`src/rtl/bavg_pkg.sv`:
```
package bavg_pkg;

    // Field and register widths
    localparam int PIXEL_W      = 8;
    localparam int IMG_W_REG_W  = 11;
    localparam int IMG_H_REG_W  = 13;
    localparam int FACTOR_REG_W = 5;
    localparam int CFG_DATA_W   = 13;
    localparam int ROW_W        = 12;
    localparam int HEIGHT_LIMIT = 4096;
    localparam int QUEUE_DEPTH  = 4;

    // Register reset values
    localparam logic [IMG_W_REG_W-1:0]  IMG_W_RESET  = 11'd1024;
    localparam logic [IMG_H_REG_W-1:0]  IMG_H_RESET  = 13'd1024;
    localparam logic [FACTOR_REG_W-1:0] FACTOR_RESET = 5'd1;

    // Register map
    typedef enum logic [1:0] {
        CFG_IMAGE_WIDTH  = 2'd0,
        CFG_IMAGE_HEIGHT = 2'd1,
        CFG_BLOCK_WIDTH  = 2'd2,
        CFG_BLOCK_HEIGHT = 2'd3
    } cfg_index_t;

    // Position flags that travel with a finished block
    typedef struct packed {
        logic row_end;
        logic image_end;
    } bavg_flags_t;

endpackage

```
`src/rtl/bavg_queue.sv`:
```
module bavg_queue #(
    parameter int WIDTH = 40
) (
    input  logic             clk,
    input  logic             rst_n,
    input  logic             push,
    input  logic [WIDTH-1:0] din,
    output logic             full,
    input  logic             pop,
    output logic             not_empty,
    output logic [WIDTH-1:0] dout
);

    import bavg_pkg::*;

    localparam int PW = $clog2(QUEUE_DEPTH);
    localparam int CW = $clog2(QUEUE_DEPTH + 1);

    logic [WIDTH-1:0] entry_reg [QUEUE_DEPTH];
    logic [PW-1:0]    wr_ptr_reg, wr_ptr_next;
    logic [PW-1:0]    rd_ptr_reg, rd_ptr_next;
    logic [CW-1:0]    count_reg, count_next;

    assign full      = (count_reg == CW'(QUEUE_DEPTH));
    assign not_empty = (count_reg != '0);
    assign dout      = entry_reg[rd_ptr_reg];

    // Pointer and fill count update
    always_comb
    begin
        wr_ptr_next = wr_ptr_reg;
        rd_ptr_next = rd_ptr_reg;
        count_next  = count_reg;
        if (push)
        begin
            wr_ptr_next = (wr_ptr_reg == PW'(QUEUE_DEPTH - 1)) ? '0 : wr_ptr_reg + PW'(1);
        end
        if (pop)
        begin
            rd_ptr_next = (rd_ptr_reg == PW'(QUEUE_DEPTH - 1)) ? '0 : rd_ptr_reg + PW'(1);
        end
        if (push && !pop)
        begin
            count_next = count_reg + CW'(1);
        end
        else if (pop && !push)
        begin
            count_next = count_reg - CW'(1);
        end
    end

    always_ff @(posedge clk or negedge rst_n)
    begin
        if (!rst_n)
        begin
            wr_ptr_reg <= '0;
            rd_ptr_reg <= '0;
            count_reg  <= '0;
        end
        else
        begin
            wr_ptr_reg <= wr_ptr_next;
            rd_ptr_reg <= rd_ptr_next;
            count_reg  <= count_next;
        end
    end

    always_ff @(posedge clk)
    begin
        if (push)
        begin
            entry_reg[wr_ptr_reg] <= din;
        end
    end

endmodule

```
`config.mk`:
```
export PLATFORM = sky130hd
export DESIGN_NAME = bavg_queue
export DESIGN_NICKNAME = d
export VERILOG_FILES = /design/src/rtl/bavg_pkg.sv /design/src/rtl/bavg_queue.sv
export SDC_FILE = /design/constraint.sdc
export NUM_CORES = 1
export LEC_CHECK = 0
export CAP_MARGIN = 25
export CORE_MARGIN = 1.5
export CORE_UTILIZATION = 65
export DETAILED_ROUTE_END_ITERATION = 6
export DONT_BUFFER_PORTS = 1
export PLACE_DENSITY = 0.81
export REMOVE_ABC_BUFFERS = 1
export SYNTH_ARGS = -nofsm -noshare
export SYNTH_HDL_FRONTEND = slang
export SYNTH_SLANG_ARGS = --single-unit
```
`constraint.sdc`:
```
create_clock -name clk -period 5.3 [get_ports clk]
set_input_delay 0.265 -clock clk [delete_from_list [all_inputs] [get_ports clk]]
set_output_delay 0.265 -clock clk [all_outputs]
set_load 0.05 [all_outputs]
```
# Word level (Yosys, flattened, before mapping)
# Memory sizes are Yosys's and may differ from the RTL's.
# Cells that the tools add are included.
# word_totals
wordCells,23
memories,1
mem_bits_rw,160
in_bits,44
out_inout_bits,42
reg_bits,7
# classes
reduce_logical,6
mux,6
n_eq_ne,3
addsub,4
# memory_table
memory,words,word_bits,rd,rd_ports_with_merged_regs,wr,line_no,source
entry_reg,4,40,1,0,1,bavg_queue.sv:19,logic [WIDTH-1:0] entry_reg [QUEUE_DEPTH];
# op_table
operator,count
3-bit two-way mux,2
2-bit by 1-bit adder with 2-bit output (second input constant),2
2-bit equality test (second input constant),2
2-bit two-way mux,2
3-bit by 1-bit adder with 3-bit output (second input constant),1
3-bit equality test (second input constant),1
3-bit nonzero test,1
3-bit by 1-bit subtractor with 3-bit output (second input constant),1
1-bit logical AND,2
1-bit zero test,2
1-bit two-way mux,2
2-bit nonzero test,1

# Depth between registers and ports, before layout
# depth
word_depth,4
ltp_mapped,7
depth_no_buf,7

# Worst setup path before layout
# Ideal clock, no wire load.
# synth_path
kind,register -> register
from,register wr_ptr_reg[0]
to,"memory entry_reg[0][0], enable pin"
setup_ps,401
path_buffers,0
period_less_slack_ps,1993
required_ps,4899
t_arrival_ps,1592
path_stages_with_launch,4
setup_slack_ps,3307
cell_sequence,dfrtp_1 > inv_1 > ha_1 > and2_1
# synth_lines
item,line_no,source
start: declaration,bavg_queue.sv:20,"logic [PW-1:0] wr_ptr_reg, wr_ptr_next;"
start signal: assignment,bavg_queue.sv:62,wr_ptr_reg <= wr_ptr_next;
end: declaration,bavg_queue.sv:19,
# No word-level cell before the write port.

# Worst setup path after layout
# layout_path
from,register rd_ptr_reg[0]
to,output dout[2]
# layout_between
elab_chain_cells,1
# layout_lines
item,line_no,source
start: declaration,bavg_queue.sv:21,"logic [PW-1:0] rd_ptr_reg, rd_ptr_next;"
start signal: assignment,bavg_queue.sv:63,rd_ptr_reg <= rd_ptr_next;
memory 4 x 40 bit,-,
end: declaration,bavg_queue.sv:11,output logic [WIDTH-1:0] dout
# No other way between the ends.

==> metrics <==
status complete, no violations; sequential area share after synthesis 0.7979; normalized max-slew margin 0.2995; Levels on crit path 2; Max-cap violations 0; most frequent cells after synthesis edfxtp_1, mux4_2, dfrtp_1; pin count of the biggest net entering global routing 43; Final Cycle Share 0.5468; Tot GR Track Use 0.2279; peak supply drop 0.0005006 V; Clock transition at path regs 0.07 ns; top-area cell type share of the netlist area 0.7698; Cells on Worst Hold Path 2; Mean Syn Cell Area 25.27 um2; EDFF count, synth 160; Period minus WS final 2.898 ns; clock skew 0.008978 ns; IO Count 86; area of the die 0.01020 mm2; crit path buf inv count 1; Synth area leader edfxtp_1; startpoint types register; DRC viols 0; Area growth, synth to finish 18.60%; clock root buffer master clkbuf_8; iteration count of the initial detailed-routing pass 4; first-pass GRT wire length 16.17 mm; Longest Clk Path Bufs 2; Min-Delay Path Class primary input to register; WS Path Type register to primary output; RSZ-0062 raised after global routing false; Seq cells post-synth 167; Via Count 2,655; Overflow after GRT 0; ANT cells 0; Switching Power 1.776 mW; CP Max Fanout 24; total CTS buffers 17; switching portion of total power 0.3939; max reg flops 160; Port-buffer cells 0; met1 Use GR 0.2974; WL final 10.45 mm; Final ANT Viol Nets 0; layout cells sized above 1 0.2681; CP required 5.04 ns; critical path's top delay family flip-flops; slowest cell on the critical path dfrtp_2; max frequency 0.3451 GHz; Top FF cell, synth edfxtp_1; Comb power frac 0.327; setup slack after layout 2.402 ns; Core ar. 0.009284 mm2; M2 GR Usage 0.3669; Yosys cell types 20; Initial Util 0.6722; final hold viol count 0; Synth area leaders edfxtp_1, mux4_2, dfrtp_1, buf_12, ha_1; post-synthesis cell count 247; CP Capture Type primary output; wire per inst 23.43 um; CP arrival 2.63 ns; grt met3 use 0.07351; initial DRC count 127; CTS tree yes; Post-Syn Area 0.006241 mm2; Final Slew Violations 0; H-tree depth 4; setup TNS 0 ns; most used routing layer met2; GP Congestion 0.7348; sequence of cells on the critical path buf_4 > mux4_2; clock share of power 0.256; Leakage 2.436 nW; Slew @ Worst Pin 1.051 ns; Pwr Density 608.9 mW/mm2; Worst R2R Path Depth 3; clock sink total 167; Resize count post-CTS 0; final setup fails 0; top-count cell post-synth edfxtp_1; filler cell count 467; overall die width 101.0 um; Vert. Die Dim 101.0 um; DP HPWL 5.659 mm; Pint 2.732 mW; slowest cell delay on critical path 0.89 ns; dpl ws 2.860 ns; initial antenna violation count 0; clock latency on the worst-skew pair 0.52 ns; async set-or-reset flop fraction in the synthesized netlist 0.04192; nets 355; Ys Warns 0; routed vias/inst 5.953; Cell Rows 35; Seq pwr share 0.418; number of global-route vias before repair 2,843
==> through the flow <==
stage	total power [mW]	instance area, um2	utilization	std cells	hold WS, ns
floorplan	3.126	6126	-	237	-0.03059
global placement	3.298	6307	0.6794	367	-0.03041
detailed placement	3.347	6375	0.6867	370	-0.03042
CTS	4.542	7382	0.7951	445	0.0002036
global route	4.663	7402	0.7973	446	0.03104
finish	4.507	7402	0.7973	446	0.03001
==> routing by layer <==
layer | share of wire | routed length, um
met1 | 0.41 | 4314
met2 | 0.53 | 5517
met3 | 0.050 | 526
met4 | 0.0085 | 89
met5 | 0 | 0
==> layout by cell type, fill, tap and decap left out, drive strengths merged <==
master,instances
and2,4
buf,5
clkbuf,17
clkinv,7
clkinvlp,1
dfrtp,7
dlygate4sd3,43
edfxtp,160
fa,1
ha,6
inv,11
mux2,3
mux4,40
nand2,2
nor2,3
nor3b,1
o21ai,2
or3,1
xnor2,1
xor2,2
==> power by group through the flow <==
stage | Sequential (mW) | Combinational [mW] | Clock [mW]
floorplan | 1.88 | 1.25 | 0
global placement | 1.90 | 1.39 | 0
detailed placement | 1.91 | 1.43 | 0
CTS | 1.89 | 1.48 | 1.17
global route | 1.91 | 1.53 | 1.22
finish | 1.88 | 1.47 | 1.15
==> worst reg2reg max path: cells and delay by family (launching register included) <==
| family | cells | cell delay, ns |
|---|---|---|
| DFF | 1 | 0.89 |
| muxes | 1 | 0.27 |
| adders and majority gates | 1 | 0.30 |
| buffers and inverters | 1 | 0.49 |
==> worst paths after layout <==
| check | startpoint | end | slack, ns |
|---|---|---|---|
| worst max register to register | rd_ptr_reg[0] | rd_ptr_reg[1] | 3.25 |
| worst min-delay path | push | count_reg[0] | 0.03 |
| worst min register to register | count_reg[2] | count_reg[2] | 0.49 |
| max in group asynchronous | rst_n | rd_ptr_reg[0] | 4.93 |
| min in group asynchronous | rst_n | wr_ptr_reg[1] | 0.08 |
| worst max-delay path | rd_ptr_reg[0] | dout[2] | 2.40 |
==> cell type report <==
class / instances / area (um2) / area share
clock inverters: 15 / 162.7 / 0.02197
clock buffers: 17 / 414.1 / 0.05595
well taps: 129 / 161.4 / 0.02181
multi-input cells: 66 / 1141 / 0.1542
flip-flops and latches: 167 / 4982 / 0.6731
repair buffers: 48 / 525.5 / 0.07099
inverters: 4 / 15.01 / 0.002028
==> cells by family after synthesis <==
logic type | after synthesis | share of synthesized area
compound gates | 2 | 0.001604
fa+ha+maj | 7 | 0.01524
mux | 43 | 0.1510
simple gates | 11 | 0.009223
xor+xnor | 3 | 0.004211
buf+inv | 14 | 0.02085
flops | 167 | 0.7979
==> what timing repair did <==
| item | CTS | global route |
|---|---|---|
| buffers inserted | 0 | 0 |
| hold buffers | 43 | 0 |
| endpoints found under the hold margin | 171 | 0 |
Power figures use the tool's default switching activity.
