`config.mk`:
```
export PLATFORM = sky130hd
export DESIGN_NAME = bavg_back
export DESIGN_NICKNAME = d
export VERILOG_FILES = /design/src/rtl/bavg_pkg.sv /design/src/rtl/bavg_back.sv
export SDC_FILE = /design/constraint.sdc
export NUM_CORES = 1
export LEC_CHECK = 0
export ABC_CLOCK_PERIOD_IN_PS = 24600
export BUFFER_PORTS_ARGS = -buffer_cell sky130_fd_sc_hd__buf_2
export CAP_MARGIN = 20
export CORE_MARGIN = 4
export CORE_UTILIZATION = 50
export CTS_BUF_LIST = sky130_fd_sc_hd__clkbuf_4 sky130_fd_sc_hd__clkbuf_8 sky130_fd_sc_hd__clkbuf_16
export CTS_CLUSTER_SIZE = 25
export DETAILED_ROUTE_END_ITERATION = 7
export PLACE_DENSITY_LB_ADDON = 0.25
export SYNTH_ARGS = -nofsm -noshare
export SYNTH_HDL_FRONTEND = slang
export SYNTH_SLANG_ARGS = --single-unit
```
`constraint.sdc`:
```
create_clock -name clk -period 24.6 [get_ports clk]
set_input_delay 3.69 -clock clk [delete_from_list [all_inputs] [get_ports clk]]
set_output_delay 3.69 -clock clk [all_outputs]
set_load 0.01 [all_outputs]
```
`src/rtl/bavg_pkg.sv`:
```
package bavg_pkg;

    // Field and register widths
    localparam int PIXEL_W      = 8;
    localparam int IMG_W_REG_W  = 11;
    localparam int IMG_H_REG_W  = 13;
    localparam int FACTOR_REG_W = 5;
    localparam int CFG_DATA_W   = 13;
    localparam int ROW_W        = 12;
    localparam int HEIGHT_LIMIT = 4096;
    localparam int QUEUE_DEPTH  = 4;

    // Register reset values
    localparam logic [IMG_W_REG_W-1:0]  IMG_W_RESET  = 11'd1024;
    localparam logic [IMG_H_REG_W-1:0]  IMG_H_RESET  = 13'd1024;
    localparam logic [FACTOR_REG_W-1:0] FACTOR_RESET = 5'd1;

    // Register map
    typedef enum logic [1:0] {
        CFG_IMAGE_WIDTH  = 2'd0,
        CFG_IMAGE_HEIGHT = 2'd1,
        CFG_BLOCK_WIDTH  = 2'd2,
        CFG_BLOCK_HEIGHT = 2'd3
    } cfg_index_t;

    // Position flags that travel with a finished block
    typedef struct packed {
        logic row_end;
        logic image_end;
    } bavg_flags_t;

endpackage

```
`src/rtl/bavg_back.sv`:
```
module bavg_back #(
    parameter int MAX_FACTOR = 16,
    localparam int FW = $clog2(MAX_FACTOR + 1),
    localparam int AW = 2 * FW,
    localparam int SW = 8 + 2 * $clog2(MAX_FACTOR)
) (
    input  logic                          clk,
    input  logic                          rst_n,
    // job from the queue
    input  logic                          job_valid,
    output logic                          job_pop,
    input  logic [SW-1:0]                 job_sum,
    input  logic [bavg_pkg::PIXEL_W-1:0]  job_origin,
    input  logic [AW-1:0]                 job_pad,
    input  logic [AW-1:0]                 job_area,
    input  bavg_pkg::bavg_flags_t         job_flags,
    // result output
    output logic                          result_valid,
    input  logic                          result_ready,
    output logic [bavg_pkg::PIXEL_W-1:0]  average,
    output logic                          row_end,
    output logic                          image_end
);

    import bavg_pkg::*;

    localparam int QW = PIXEL_W;
    localparam int DW = AW + QW;

    logic [QW:0]          valid_reg, valid_next;
    logic [DW-1:0]        rem_reg  [QW];
    logic [QW-1:0]        quo_reg  [QW+1];
    logic [AW-1:0]        area_reg [QW];
    bavg_flags_t          flags_reg [QW+1];
    logic [AW+QW-1:0]     pad_prod;
    logic                 advance;

    // Whole pipeline moves when the output register is free or drained
    assign advance = !valid_reg[QW] || result_ready;
    assign job_pop = advance && job_valid;

    always_comb
    begin
        valid_next = advance ? {valid_reg[QW-1:0], job_valid} : valid_reg;
    end

    always_ff @(posedge clk or negedge rst_n)
    begin
        if (!rst_n)
        begin
            valid_reg <= '0;
        end
        else
        begin
            valid_reg <= valid_next;
        end
    end

    // Stage 0: pad the cut-off block with its top-left pixel
    assign pad_prod = job_pad * job_origin;

    always_ff @(posedge clk)
    begin
        if (advance)
        begin
            rem_reg[0]   <= DW'(job_sum) + DW'(pad_prod);
            quo_reg[0]   <= '0;
            area_reg[0]  <= job_area;
            flags_reg[0] <= job_flags;
        end
    end

    // Restoring division, one quotient bit per stage, MSB first
    for (genvar i = 1; i <= QW; i++)
    begin : g_div
        logic [DW-1:0] cmp;
        logic          ge;

        assign cmp = DW'(area_reg[i-1]) << (QW - i);
        assign ge  = (rem_reg[i-1] >= cmp);

        always_ff @(posedge clk)
        begin
            if (advance)
            begin
                quo_reg[i]   <= {quo_reg[i-1][QW-2:0], ge};
                flags_reg[i] <= flags_reg[i-1];
            end
        end

        if (i < QW)
        begin : g_carry
            always_ff @(posedge clk)
            begin
                if (advance)
                begin
                    rem_reg[i]  <= ge ? rem_reg[i-1] - cmp : rem_reg[i-1];
                    area_reg[i] <= area_reg[i-1];
                end
            end
        end
    end

    assign result_valid = valid_reg[QW];
    assign average      = quo_reg[QW];
    assign row_end      = flags_reg[QW].row_end;
    assign image_end    = flags_reg[QW].image_end;

endmodule

```
After elaboration in Yosys (flattened, before gate mapping)
Memory sizes are Yosys's and may differ from the RTL's.
Index checks and enable logic that the tools add are counted.
{ "totals": {"regBits": 9, "latch_bits": 0, "mem_bits_rw": 314, "mem_bits_ro": 0, "input_bits": 50, "n_memories": 4} }
{ "classes": {"n_addsub": 8, "mul": 1, "div": 0, "order_cmp": 8, "eq_ne": 0, "shift": 0, "muxes": 9, "bitwise": 0, "reduce_logical": 3} }
{ "mem_list": {"columns": ["name", "words", "width", "read_ports", "rd_ports_with_merged_regs", "write_ports", "line", "source"], "rows": [
  ["rem_reg", 8, 18, 8, 0, 8, "bavg_back.sv:31", "logic [DW-1:0] rem_reg [QW];"],
  ["area_reg", 8, 10, 8, 0, 8, "bavg_back.sv:33", "logic [AW-1:0] area_reg [QW];"],
  ["quo_reg", 9, 8, 9, 0, 9, "bavg_back.sv:32", "logic [QW-1:0] quo_reg [QW+1];"],
  ["flags_reg", 9, 2, 9, 0, 9, "bavg_back.sv:34", "bavg_flags_t flags_reg [QW+1];"]
]} }
{ "op_table": {"columns": ["cell", "n"], "rows": [
  ["$mux W18", 7],
  ["$add A16 B18 Y18", 1],
  ["$ge A18 B10 Y1", 1],
  ["$ge A18 B11 Y1", 1],
  ["$ge A18 B12 Y1", 1],
  ["$ge A18 B13 Y1", 1],
  ["$ge A18 B14 Y1", 1],
  ["$ge A18 B15 Y1", 1],
  ["$ge A18 B16 Y1", 1],
  ["$ge A18 B17 Y1", 1],
  ["$mul A10 B8 Y18", 1],
  ["$sub A18 B11 Y18", 1],
  ["$sub A18 B12 Y18", 1],
  ["$sub A18 B13 Y18", 1],
  ["$sub A18 B14 Y18", 1],
  ["$sub A18 B15 Y18", 1],
  ["$sub A18 B16 Y18", 1],
  ["$sub A18 B17 Y18", 1],
  ["$mux W1", 2],
  ["$logic_and A1 B1 Y1", 1],
  ["$logic_not A1 Y1", 1],
  ["$logic_or A1 B1 Y1", 1]
]} }

Depth between registers and ports, before layout
{ "logic_depth": {"depth_word": 4, "ltp_mapped": 18} }

Worst setup path before layout
OpenSTA, ideal clock, no wires.
{ "synth_timing": {"kind": "input port to output port", "start": "input result_ready", "end": "output job_pop", "arrival_time_ps": 12338, "t_required_ps": 20910, "slack_ps": 8572, "cell_stages": 3, "n_path_buf": 1, "cell_sequence": "nand2b_1 > clkbuf_1 > and2_1"} }
{ "synth_via": {"elab_chain_len": 2} }
{ "synth_rtl": {"columns": ["item", "line", "source"], "rows": [
  ["from (decl)", "bavg_back.sv:19", "input logic result_ready,"],
  ["$logic_or A1 B1 Y1", "bavg_back.sv:39", "assign advance = !valid_reg[QW] || result_ready;"],
  ["$logic_and A1 B1 Y1", "bavg_back.sv:40", "assign job_pop = advance && job_valid;"],
  ["to (decl)", "bavg_back.sv:11", "output logic job_pop,"]
]} }
Every way passes these cells.

Worst setup path after layout
Same ends and word-level chain as after synthesis.

==> results.py <==
metrics = {
    "outcome": {
        "status": "complete, no violations",
    },
    "sta": {
        "slew_headroom_pct": 32.6,
        "rsz0062_at_grt": "no",
        "worstMarginPinSlew_ps": 1010,
        "fin_crit_ps": 8640,
        "finalHoldViolCount": 0,
        "tns_ps": 0,
        "fin_ws_ps": 15960,
        "timing.final.crit_share_pct": 35.1,
        "slew_violations": 0,
        "finalSetupViolCount": 0,
        "finClkSkew_ps": 8.58,
        "fmax_mhz": 116,
    },
    "cts": {
        "htreeDepth": 1,
        "cts_resized": 0,
        "ctsHoldBuffers": 0,
        "clk_latency_ps": 540,
        "cts_tree": "built",
        "post_cts_buffers": 0,
        "cts_sinks": 287,
        "clkTransAtPathRegs_ps": 60,
        "ctsLongestPathBuffers": 3,
        "clockRootBuffer": "clkbuf_16",
        "numCtsBuffers": 31,
    },
    "routing": {
        "antenna_left": 0,
        "drt-initial-drc-count": 522,
        "drc": 0,
        "routed-via-count": 10200,
        "dr.pass1.iters": 5,
        "via_per_inst": 5.24,
        "wire_per_inst_microns": 14.8,
        "wirelength_mm": 28.8,
    },
    "synth": {
        "synth_top_cells_by_area": "edfxtp_1 (50%), ha_1 (8.7%), fa_1 (8.5%)",
        "yosysTopAreaCell": "edfxtp_1",
        "ys_seq_area_share_pct": 51.5,
        "avgSynthCellArea_sq_um": 11.9,
        "synth_cells": 1395,
        "yosys_warnings": 0,
        "synthMuxAreaShare_pct": 3.07,
        "synth_edf_count": 278,
        "yosys.area.top_type_share_pct": 50.1,
        "synth_top_family_by_area": "adder cells",
        "synth-xor-area-share_pct": 3.68,
        "yosys.area_share.simple_pct": 10.1,
        "synthFlopType": "edfxtp_1",
        "synth_compound_area_share_pct": 9.15,
        "async_flop_share_pct": 3.14,
        "synthAdderAreaFrac_pct": 17.3,
        "syn_nets": 1632,
        "ys_ff_latch": 287,
        "synth_cell_types": 64,
        "netlist_area_sq_mm": 0.0167,
    },
    "worst_hold_path": {
        "holdCritPathClass": "reg2reg",
    },
    "floorplan": {
        "die_w_microns": 191,
        "dieArea_sq_mm": 0.0363,
        "die_y_microns": 191,
        "initial_core_util_pct": 50.9,
        "core_area_sq_mm": 0.0327,
        "std_cell_rows": 66,
        "boundaryPins": 62,
    },
    "placement": {
        "place_hpwl_mm": 21.6,
        "io_buffers": 61,
        "dpl_worst_slack_ps": 15910,
        "gp_congestion": 0.886,
    },
    "global_route": {
        "antenna_found_initial": 0,
        "grt_pass1_vias": 10700,
        "grt_first_pass_wirelength_mm": 49.2,
        "grt_overflow": 0,
        "grtUsageTotal_pct": 16.3,
        "grt_max_degree": 83,
    },
    "final_layout": {
        "nets": 1715,
        "n_fill_cell": 2726,
        "largest_register_ff_count": 144,
        "layout_commonest_cell": "edfxtp_1",
        "post-route-util_pct": 56.4,
        "layout_common_cells": "edfxtp_1 (278), inv_1 (212), ha_1 (116), nor2_1 (85), nand2_1 (84)",
        "drive_gt1_share_pct": 11.2,
        "area_growth_pct": 10.8,
    },
    "worst_setup_path": {
        "cp_data_arrival_time_ps": 4950,
        "crit_path_end_kind": "output pin",
        "worstSetupPathType": "in2out",
        "critPathRequiredTime_ps": 20910,
        "worst-path-max-fanout": 79,
        "worstSetupStartpointType": "input pin",
    },
    "power": {
        "power.density_mw_per_mm2": 146,
        "ir_drop_mv": 0.0687,
        "power_leakage_nw": 7.78,
    },
    "job": {
        "max-cap-violations": 0,
    },
}
synthesized netlist by cell type (3+ instances only):
cell,n
o21ai_0,56
a31oi_1,8
clkbuf_1,17
and2_1,47
nand4_1,7
o31ai_1,4
o211ai_1,5
dfrtp_1,9
o21bai_1,4
edfxtp_1,278
mux2i_1,8
nor2b_1,18
a21boi_0,5
o21a_1,27
or3_1,8
xor2_1,27
o31a_1,11
xnor2_1,43
nor2_1,85
a21o_1,19
or2_2,3
or4_1,4
nand3_1,13
a21oi_1,76
fa_1,71
nand4b_1,5
ha_1,116
mux2_4,4
inv_1,212
a211oi_1,7
or3_4,3
nand2b_1,13
mux2_2,33
nand2_1,84
nor4_1,13
nor3_1,18
report_power, final:
| part | leakage, nW | switching (mW) | internal (mW) | total [mW] |
|---|---|---|---|---|
| Sequential | 2.85 | 0.108 | 0.880 | 0.989 |
| Clock | 0.470 | 0.180 | 0.251 | 0.431 |
| Combinational | 4.46 | 0.697 | 0.577 | 1.27 |
layout make-up:
type,count,area [sq um],share of cell area [%]
clock buffer,40,843,4.57
sequential,287,8570,46.4
clock inverter,15,109,0.590
tap,442,553,3.00
timing repair buffer,69,365,1.98
multi-input combinational,877,7220,39.1
antenna,1,2.50,0.0136
inverter,212,796,4.31
worst max-delay path, stage by stage:
cell	delay [ps]
buf_2	100
nand2b_4	610
and2_1	410
buf_2	140
routing by layer:
metal / wire [microns] / track usage, %
met2: 15700 / 32.1
met5: 0 / 0
met4: 1000 / 6.30
met1: 11000 / 17.4
met3: 1060 / 2.40
worst paths after layout:
kind	cells past startpoint	slack, ps	endpoint	startpoint
worst min-delay path	0	410	quo_reg[1][26]$_DFFE_PN_	quo_reg[1][17]$_DFFE_PN_
min in group asynchronous	1	2990	valid_reg[0]$_DFFE_PN0N_	rst_n
max in group asynchronous	1	21440	valid_reg[7]$_DFFE_PN0N_	rst_n
worst max-delay path	4	15960	job_pop	result_ready
worst min register to register	0	410	quo_reg[1][26]$_DFFE_PN_	quo_reg[1][17]$_DFFE_PN_
worst max register to register	10	21340	rem_reg[0][28]$_DFFE_PN_	area_reg[0][1]$_DFFE_PN_
cells by family after synthesis:
family,count (synthesis)
adders and majority gates,187
DFF,287
and+or+nand+nor,332
AOI/OAI and AO/OA,243
muxes,45
xor gates and xnor gates,70
buffers and inverters,231
metrics by stage:
step | power [mW] | instance area [sq um] | std cells | hold slack (ps)
CTS | 2.71 | 18500 | 1942 | 417
global placement | 2.21 | 17500 | 1887 | 400
global route | 2.93 | 18500 | 1942 | 422
finish | 2.69 | 18500 | 1943 | 415
floorplan | 2.01 | 16700 | 1395 | 400
detailed placement | 2.26 | 17500 | 1887 | 405
No activity file was read; power rests on OpenSTA's default activity.
